`src/design/asfu_pkg.sv`:
```
// ----------------------------------------------------------------------------
// asfu_pkg
// Shared types, constants and helpers for the ADC SPI frame unpacker.
// ----------------------------------------------------------------------------
package asfu_pkg;

  localparam int CHANNELS     = 6;
  localparam int STATUS_BYTES = 3;
  localparam int POS_W        = 5;
  localparam int CH_W         = 3;
  localparam int SAMPLE_W     = 16;
  localparam int COUNT_W      = 16;

  localparam logic [POS_W-1:0] POS_IDLE    = 5'd31;
  localparam logic [POS_W-1:0] POS_STATUS  = POS_W'(STATUS_BYTES);
  localparam logic [POS_W-1:0] LEN_WIDE    = POS_W'(STATUS_BYTES + CHANNELS * 3);
  localparam logic [POS_W-1:0] LEN_NARROW  = POS_W'(STATUS_BYTES + CHANNELS * 2);
  localparam logic [CH_W-1:0]  CH_LAST     = CH_W'(CHANNELS - 1);

  // Byte roles inside one channel word
  localparam logic [1:0] R_HIGH = 2'd0;
  localparam logic [1:0] R_MID  = 2'd1;
  localparam logic [1:0] R_LOW  = 2'd2;

  typedef struct packed {
    logic [SAMPLE_W-1:0] sample;
    logic [CH_W-1:0]     channel;
    logic                last_in_frame;
    logic [COUNT_W-1:0]  frame_count;
  } asfu_result_t;

  typedef struct packed {
    logic [CH_W-1:0] ch;
    logic [1:0]      r;
  } asfu_split_t;

  // Split a word-area byte offset into channel and byte-within-word.
  // Compares against each word boundary in parallel.
  function automatic asfu_split_t asfu_split(input logic [POS_W-1:0] k,
                                             input logic             wide);
    asfu_split_t     res;
    logic [POS_W-1:0] base;
    res.ch = '0;
    for (int i = 1; i < CHANNELS; i++) begin
      if (wide) begin
        if (k >= POS_W'(i * 3)) res.ch = CH_W'(i);
      end else begin
        if (k >= POS_W'(i * 2)) res.ch = CH_W'(i);
      end
    end
    base = wide ? (POS_W'(res.ch) + (POS_W'(res.ch) << 1)) : (POS_W'(res.ch) << 1);
    res.r = 2'(k - base);
    return res;
  endfunction

endpackage

```
`src/design/asfu_decode.sv`:
```
// ----------------------------------------------------------------------------
// asfu_decode
// Frame position tracking, word assembly and frame counting per byte.
// ----------------------------------------------------------------------------
module asfu_decode import asfu_pkg::*; (
  input  logic         clk,
  input  logic         rst_n,
  input  logic         fire,
  input  logic [7:0]   data_byte,
  input  logic         frame_start,
  input  logic         wide,
  output logic         res_valid,
  output asfu_result_t res
);

  logic [POS_W-1:0]   pos_r, pos_nxt;
  logic [7:0]         high_r, high_nxt;
  logic [7:0]         mid_r, mid_nxt;
  logic [COUNT_W-1:0] cnt_r, cnt_nxt;

  logic [POS_W-1:0]   pos;
  logic [POS_W-1:0]   frame_len;
  logic               active;
  logic               in_words;
  asfu_split_t        sp;
  logic               last;
  logic [COUNT_W-1:0] cnt_inc;

  always_comb begin
    pos       = frame_start ? '0 : pos_r;
    frame_len = wide ? LEN_WIDE : LEN_NARROW;
    active    = pos < frame_len;
    in_words  = active && (pos >= POS_STATUS);
    sp        = asfu_split(pos - POS_STATUS, wide);
    last      = sp.ch == CH_LAST;
    cnt_inc   = cnt_r + COUNT_W'(1);
    res_valid = in_words && (wide ? (sp.r == R_LOW) : (sp.r == R_MID));

    res.sample        = {high_r, (wide ? mid_r : data_byte)};
    res.channel       = sp.ch;
    res.last_in_frame = last;
    res.frame_count   = last ? cnt_inc : cnt_r;
  end

  always_comb begin
    pos_nxt  = pos_r;
    high_nxt = high_r;
    mid_nxt  = mid_r;
    cnt_nxt  = cnt_r;
    if (fire) begin
      pos_nxt = pos;
      if (active) pos_nxt = pos + POS_W'(1);
      if (in_words && sp.r == R_HIGH) high_nxt = data_byte;
      if (in_words && wide && sp.r == R_MID) mid_nxt = data_byte;
      if (res_valid && last) cnt_nxt = cnt_inc;
    end
  end

  always_ff @(posedge clk) begin
    if (!rst_n) begin
      pos_r  <= POS_IDLE;
      high_r <= '0;
      mid_r  <= '0;
      cnt_r  <= '0;
    end else begin
      pos_r  <= pos_nxt;
      high_r <= high_nxt;
      mid_r  <= mid_nxt;
      cnt_r  <= cnt_nxt;
    end
  end

`ifndef ASSERT_OFF
  a_pos_range: assert property (@(posedge clk) disable iff (!rst_n)
    pos_r <= LEN_WIDE || pos_r == POS_IDLE)
    else $error("byte position left its range");
  a_cnt_step: assert property (@(posedge clk) disable iff (!rst_n)
    !(fire && res_valid && last) |=> $stable(cnt_r))
    else $error("frame counter moved without a frame end");
  a_ch_range: assert property (@(posedge clk) disable iff (!rst_n)
    res_valid |-> sp.ch <= CH_LAST)
    else $error("channel index beyond channel count");
`endif

endmodule

```
`src/design/asfu_out_buf.sv`:
```
// ----------------------------------------------------------------------------
// asfu_out_buf
// Two-entry result buffer: output register plus skid register.
// ----------------------------------------------------------------------------
module asfu_out_buf import asfu_pkg::*; (
  input  logic         clk,
  input  logic         rst_n,
  input  logic         push,
  input  asfu_result_t push_data,
  output logic         full,
  output logic         out_valid,
  input  logic         out_stall,
  output asfu_result_t out_data
);

  logic         main_valid_r, main_valid_nxt;
  logic         skid_valid_r, skid_valid_nxt;
  asfu_result_t main_r, main_nxt;
  asfu_result_t skid_r, skid_nxt;
  logic         pop;

  always_comb begin
    pop            = main_valid_r && !out_stall;
    main_valid_nxt = main_valid_r;
    skid_valid_nxt = skid_valid_r;
    main_nxt       = main_r;
    skid_nxt       = skid_r;
    if (skid_valid_r) begin
      if (pop) begin
        main_nxt       = skid_r;
        skid_valid_nxt = 1'b0;
      end
    end else if (push) begin
      if (!main_valid_r || pop) begin
        main_nxt       = push_data;
        main_valid_nxt = 1'b1;
      end else begin
        skid_nxt       = push_data;
        skid_valid_nxt = 1'b1;
      end
    end else if (pop) begin
      main_valid_nxt = 1'b0;
    end
  end

  always_ff @(posedge clk) begin
    if (!rst_n) begin
      main_valid_r <= 1'b0;
      skid_valid_r <= 1'b0;
    end else begin
      main_valid_r <= main_valid_nxt;
      skid_valid_r <= skid_valid_nxt;
    end
  end

  always_ff @(posedge clk) begin
    main_r <= main_nxt;
    skid_r <= skid_nxt;
  end

  assign full      = skid_valid_r;
  assign out_valid = main_valid_r;
  assign out_data  = main_r;

`ifndef ASSERT_OFF
  a_skid_order: assert property (@(posedge clk) disable iff (!rst_n)
    skid_valid_r |-> main_valid_r)
    else $error("skid entry held while output register empty");
  a_no_push_full: assert property (@(posedge clk) disable iff (!rst_n)
    skid_valid_r |-> !push)
    else $error("result pushed into a full buffer");
  a_skid_drain: assert property (@(posedge clk) disable iff (!rst_n)
    skid_valid_r && pop |=> main_valid_r && !skid_valid_r)
    else $error("skid entry not moved to output register");
`endif

endmodule

```
`src/design/adc_spi_frame_unpacker.sv`:
```
// ----------------------------------------------------------------------------
// adc_spi_frame_unpacker
// Unpacks multichannel ADC data frames received over SPI into samples.
// ----------------------------------------------------------------------------
//
//   channel | ports                                      | direction
//   --------+--------------------------------------------+----------
//   in      | in_valid, in_stall, in_data_byte,          | byte in
//           | in_frame_start                             |
//   out     | out_valid, out_stall, out_sample,          | sample out
//           | out_channel, out_last_in_frame,            |
//           | out_frame_count                            |
//   cfg     | cfg_wr_en, cfg_wr_data (wide_samples)      | write only
//
// One byte is taken per cycle while in_stall is low; a completed word is
// registered into the output register, or the skid register if out is stalled.
// A skid register behind the output register lets one more result land while
// out is stalled; in_stall rises only when both are occupied.
// Synchronous active-low reset: position goes idle (awaiting a frame start),
// frame counter and held bytes clear, wide_samples returns to 1.
// ----------------------------------------------------------------------------
module adc_spi_frame_unpacker import asfu_pkg::*; (
  input  logic                       clk,
  input  logic                       rst_n,
  input  logic                       in_valid,
  output logic                       in_stall,
  input  logic [7:0]                 in_data_byte,
  input  logic                       in_frame_start,
  output logic                       out_valid,
  input  logic                       out_stall,
  output logic signed [SAMPLE_W-1:0] out_sample,
  output logic [CH_W-1:0]            out_channel,
  output logic                       out_last_in_frame,
  output logic [COUNT_W-1:0]         out_frame_count,
  input  logic                       cfg_wr_en,
  input  logic                       cfg_wr_data
);

  logic         wide_r;
  logic         fire;
  logic         res_valid;
  asfu_result_t res;
  asfu_result_t out_data;
  logic         buf_full;

  // Mode register; read on every byte so a mid-frame change takes effect at once
  always_ff @(posedge clk) begin
    if (!rst_n) begin
      wide_r <= 1'b1;
    end else if (cfg_wr_en) begin
      wide_r <= cfg_wr_data;
    end
  end

  // Transfer of one byte on the in side
  assign fire     = in_valid && !in_stall;
  assign in_stall = buf_full;

  asfu_decode u_decode (
    .clk         (clk),
    .rst_n       (rst_n),
    .fire        (fire),
    .data_byte   (in_data_byte),
    .frame_start (in_frame_start),
    .wide        (wide_r),
    .res_valid   (res_valid),
    .res         (res)
  );

  // Push only when the byte actually transfers and completes a word
  asfu_out_buf u_out_buf (
    .clk       (clk),
    .rst_n     (rst_n),
    .push      (fire && res_valid),
    .push_data (res),
    .full      (buf_full),
    .out_valid (out_valid),
    .out_stall (out_stall),
    .out_data  (out_data)
  );

  assign out_sample        = $signed(out_data.sample);
  assign out_channel       = out_data.channel;
  assign out_last_in_frame = out_data.last_in_frame;
  assign out_frame_count   = out_data.frame_count;

`ifndef ASSERT_OFF
  a_stall_needs_out: assert property (@(posedge clk) disable iff (!rst_n)
    in_stall |-> out_valid)
    else $error("input stalled with no result waiting");
  a_last_channel: assert property (@(posedge clk) disable iff (!rst_n)
    out_valid |-> (out_last_in_frame == (out_channel == CH_LAST)))
    else $error("last-of-frame mark disagrees with channel index");
  a_reset_clear: assert property (@(posedge clk)
    !rst_n |=> !out_valid && !in_stall)
    else $error("buffer not empty after reset");
`endif

endmodule
```
`config.mk`:
```
export PLATFORM = sky130hd
export DESIGN_NAME = adc_spi_frame_unpacker
export DESIGN_NICKNAME = d
export VERILOG_FILES = /design/src/design/asfu_pkg.sv /design/src/design/asfu_decode.sv /design/src/design/asfu_out_buf.sv /design/src/design/adc_spi_frame_unpacker.sv
export SDC_FILE = /design/constraint.sdc
export NUM_CORES = 1
export LEC_CHECK = 0
export ABC_AREA = 0
export BUFFER_PORTS_ARGS = -buffer_cell sky130_fd_sc_hd__buf_2
export CELL_PAD_IN_SITES_DETAIL_PLACEMENT = 1
export CELL_PAD_IN_SITES_GLOBAL_PLACEMENT = 1
export CORE_MARGIN = 2
export CORE_UTILIZATION = 42
export DETAILED_ROUTE_END_ITERATION = 10
export PLACE_DENSITY = 0.71
export SETUP_SLACK_MARGIN = 0.4
export SLEW_MARGIN = 20
export SYNTH_ARGS = -nofsm -noshare
export SYNTH_HDL_FRONTEND = slang
export SYNTH_SLANG_ARGS = --single-unit
```
`constraint.sdc`:
```
create_clock -name clk -period 19.4 [get_ports clk]
set_clock_uncertainty 0.1 [all_clocks]
set_input_delay 2.91 -clock clk [delete_from_list [all_inputs] [get_ports clk]]
set_output_delay 2.91 -clock clk [all_outputs]
set_load 0.02 [all_outputs]
```
==> impl_metrics.csv <==
group,metric,value,unit
status,status,"complete, no violations",
floorplanning,die_w,119,um
final_layout,instances_no_fill,711,
logic_synthesis,synth_nets,521,
grt,grt_pass1_wl,20400,um
sta,rsz0062_at_grt,"no",
final_layout,diodes,0,
logic_synthesis,synth_xor_area_share,2.69,%
run,max_cap_violations,0,
logic_synthesis,syn_area,5540,sq um
logic_synthesis,synth.area.mux_share,15.6,%
clocking,htreeDepth,3,
power_and_ir_drop,p_clk_share,36.7,%
routing,first_pass_iters,4,
logic_synthesis,synth_edf_count,72,
grt,grt_pass1_vias,3914,
logic_synthesis,yosys.area_share.simple,15.7,%
worst_setup_path,cp_max_fo,21,
power_and_ir_drop,ir_worst_vdd,0.0393,mV
logic_synthesis,yosys_warnings,0,
grt,grtUsageTotal,18.1,%
sta,tightest_slew,0.939,ns
sta,fin_crit,7.57,ns
floorplanning,dieArea,14100,sq um
clocking,postCtsSetupBuffers,0,
routing,drc,0,
final_layout,synthToLayoutAreaGrowth,13.7,%
worst_setup_path,arrival,7.53,ns
power_and_ir_drop,switchingPower,0.136,mW
routing,wl,12500,um
logic_synthesis,ys_seq_area_share,53.4,%
clocking,cts_sinks,112,
logic_synthesis,synthAdderAreaFrac,1.35,%
floorplanning,initial_utilization,43.4,%
power_and_ir_drop,p_seq_share,50.6,%
worst_setup_path,worstSetupPathType,"in -> reg",
floorplanning,row_count,41,
logic_synthesis,synthFlopType,"edfxtp_1",
routing,final_antenna_net_count,0,
clocking,cts-hold-fix-buffers,0,
routing,drtIter0Drc,208,
floorplanning,ioPinCount,53,
clocking,clockRootBuffer,"clkbuf_16",
grt,antenna_found_initial,0,
sta,min_period_over_period,39.0,%
grt,grt_max_degree,66,
power_and_ir_drop,p_per_area,83.3,nW/um^2
place,gp_congestion,0.882,
place,dp_cells,693,
routing,via_per_inst,5.50,
logic_synthesis,synth_top_cell_by_area,"edfxtp_1",
logic_synthesis,synth_compound_area_share,8.12,%
routing,vias,3908,
logic_synthesis,synthArstFlopShare,0,%
logic_synthesis,yosys-top-cells-area,"edfxtp_1 (39%), dfxtp_1 (14%), mux2_2 (8.5%), mux2i_1 (7.0%), nand2_1 (4.2%)",
logic_synthesis,synth_cell_types,54,
worst_setup_path,cp.required,19.35,ns
sta,slew_headroom,37.3,%
logic_synthesis,synth_top_family_by_area,"simple AND/OR/NAND/NOR gates",
sta,hold_violations,0,
worst_hold_path,min_path_type,"reg -> reg",
floorplanning,die_y,119,um
clocking,clock_latency,0.35,ns
clocking,clockBufferDepth,2,
routing,routedWlPerCell,17.5,um
logic_synthesis,syn_inst,500,
power_and_ir_drop,swShare,25.9,%
final_layout,final_nets,555,
logic_synthesis,synth-seq-cells,112,
sta,tns,0,ns
power_and_ir_drop,p_leak,2.39,nW
final_layout,drive_above_1_share,23.6,%
sta,finalSetupViolCount,0,
grt,grt_overflow_total,0,
power_and_ir_drop,power_frac_comb,12.7,%
power_and_ir_drop,internal-power,0.389,mW
worst_setup_path,cp-start-kind,"primary input",
place,io_buffers,52,
clocking,clkTransAtPathRegs,0.07,ns
floorplanning,core_area,12800,sq um
logic_synthesis,syn_area_per_cell,11.1,sq um
sta,slew_violations,0,
clocking,post_cts_resized,0,
place,hpwl,8110,um
clocking,cts_tree,"built",
worst_setup_path,cp-end-kind,"flop",
sta,fmax,0.132,GHz
logic_synthesis,synth_top_area_share,39.0,%
clocking,numCtsBuffers,9,
cell usage after synthesis, types with 2 or more instances:
library cell,instances
and3_1,4
inv_1,7
nor2b_1,11
o211ai_1,9
or2_2,2
xnor2_1,11
edfxtp_1,72
or3_1,4
dfxtp_1,40
or4_1,3
o311ai_0,3
ha_1,6
o21ai_1,8
nand3b_1,2
and4_1,2
a31oi_1,3
mux2_2,42
nand3_1,14
a21oi_1,11
clkbuf_1,31
o21ai_0,17
nor4_1,2
o21a_1,4
nor3b_1,2
nand4_1,9
nand2b_1,20
xor2_1,6
mux2i_1,39
nor3_1,11
buf_2,2
nor2_1,15
and2_1,2
nand2_1,62
o22ai_1,2
or2_1,3
power groups by stage:
| stage | Sequential, mW | Clock [mW] | Combinational [mW] |
|---|---|---|---|
| floorplan | 0.272 | 0 | 0.0474 |
| global placement | 0.271 | 0 | 0.0624 |
| detailed placement | 0.271 | 0 | 0.0650 |
| CTS | 0.266 | 0.199 | 0.0654 |
| global route | 0.267 | 0.206 | 0.0736 |
| finish | 0.266 | 0.193 | 0.0668 |
metal layers:
metal	part of all wire, %	vias to the layer above	track usage (%)
met5	0	-	0
met4	1.9	0	6.03
met3	3.5	16	2.73
met2	48	59	29.3
met1	47	1948	24.8
li1	-	1885	-
metrics by stage:
stage | hold WS (ns) | power (mW) | instance area (sq um) | utilization [%] | worst slack [ns]
floorplan | 0.326 | 0.319 | 5540 | - | 10.82
global placement | 0.339 | 0.334 | 5940 | 46.5 | 11.25
detailed placement | 0.346 | 0.336 | 5940 | 46.5 | 10.98
CTS | 0.362 | 0.530 | 6250 | 48.9 | 11.35
global route | 0.380 | 0.546 | 6300 | 49.3 | 11.43
finish | 0.357 | 0.525 | 6300 | 49.3 | 11.83
cell families after synthesis:
family / after synthesis
AND/OR/NAND/NOR: 171
flip-flops: 112
multiplexers: 81
AO/OA/AOI/OAI: 70
buffers and inverters: 43
XOR/XNOR: 17
adder cells (fa/ha/maj): 6
cell usage in the layout, fill, tap and decap left out, drive strengths merged, types with 2 or more instances in the layout:
| master | netlist | final |
|---|---|---|
| nand3b | 2 | 2 |
| a21oi | 11 | 11 |
| dfxtp | 40 | 40 |
| nand2 | 62 | 62 |
| nand4 | 9 | 9 |
| and4 | 2 | 2 |
| nor3b | 2 | 2 |
| nand2b | 20 | 20 |
| or2 | 5 | 5 |
| inv | 7 | 10 |
| xor2 | 6 | 6 |
| o21a | 4 | 4 |
| o22ai | 2 | 2 |
| buf | 4 | 58 |
| edfxtp | 72 | 72 |
| nor2 | 15 | 15 |
| o311ai | 3 | 3 |
| nor2b | 11 | 11 |
| ha | 6 | 6 |
| mux2i | 39 | 39 |
| o21ai | 26 | 26 |
| nand3 | 14 | 14 |
| a21boi | 2 | 2 |
| xnor2 | 11 | 11 |
| or3 | 4 | 4 |
| and3 | 4 | 4 |
| nor3 | 11 | 11 |
| a31oi | 3 | 3 |
| or4 | 3 | 3 |
| nor4 | 2 | 2 |
| clkinv | 1 | 3 |
| and2 | 2 | 2 |
| clkbuf | 31 | 10 |
| mux2 | 42 | 42 |
| o211ai | 9 | 9 |
final cells by class:
class | instances | area (sq um)
clock inverters | 6 | 72.6
inverters | 8 | 30.0
well taps | 172 | 215
clock buffers | 10 | 239
fillers | 1405 | 6470
flip-flops and latches | 112 | 2960
repair buffers | 58 | 338
multi-input cells | 345 | 2440
critical path: stages:
cell	delay (ns)
buf_2	0.20
nand2b_1	0.20
ha_1	0.50
inv_1	0.17
o21ai_0	0.18
a21boi_0	0.10
or3_1	0.32
a21oi_1	0.14
o21ai_1	0.12
ha_1	0.36
a21oi_1	0.09
o41a_1	0.19
o21a_1	0.34
or2_1	0.54
o21a_1	0.38
o2bb2ai_4	0.52
buf_16	0.25
sequential cells by signal, summed over array words and instances, names as in the netlist:
signal / cells
u_decode.cnt_r: 16
u_decode.high_r: 8
u_decode.mid_r: 8
u_decode.pos_r: 5
u_out_buf.full: 1
u_out_buf.out_data: 36
u_out_buf.out_valid: 1
u_out_buf.skid_r: 36
wide_r: 1
path summary, 6_finish.rpt:
path / startpoint / endpoint / slack, ns / cells after the start
worst min-delay path: u_decode.mid_r[0] / u_decode.mid_r[0] / 0.36 / 2
worst min register to register: u_decode.mid_r[0] / u_decode.mid_r[0] / 0.36 / 2
worst max register to register: u_decode.pos_r[0] / u_out_buf.out_data[17] / 14.09 / 16
worst max-delay path: in_frame_start / u_out_buf.out_data[17] / 11.83 / 17
Note: power is estimated with default switching activity, not from simulation.
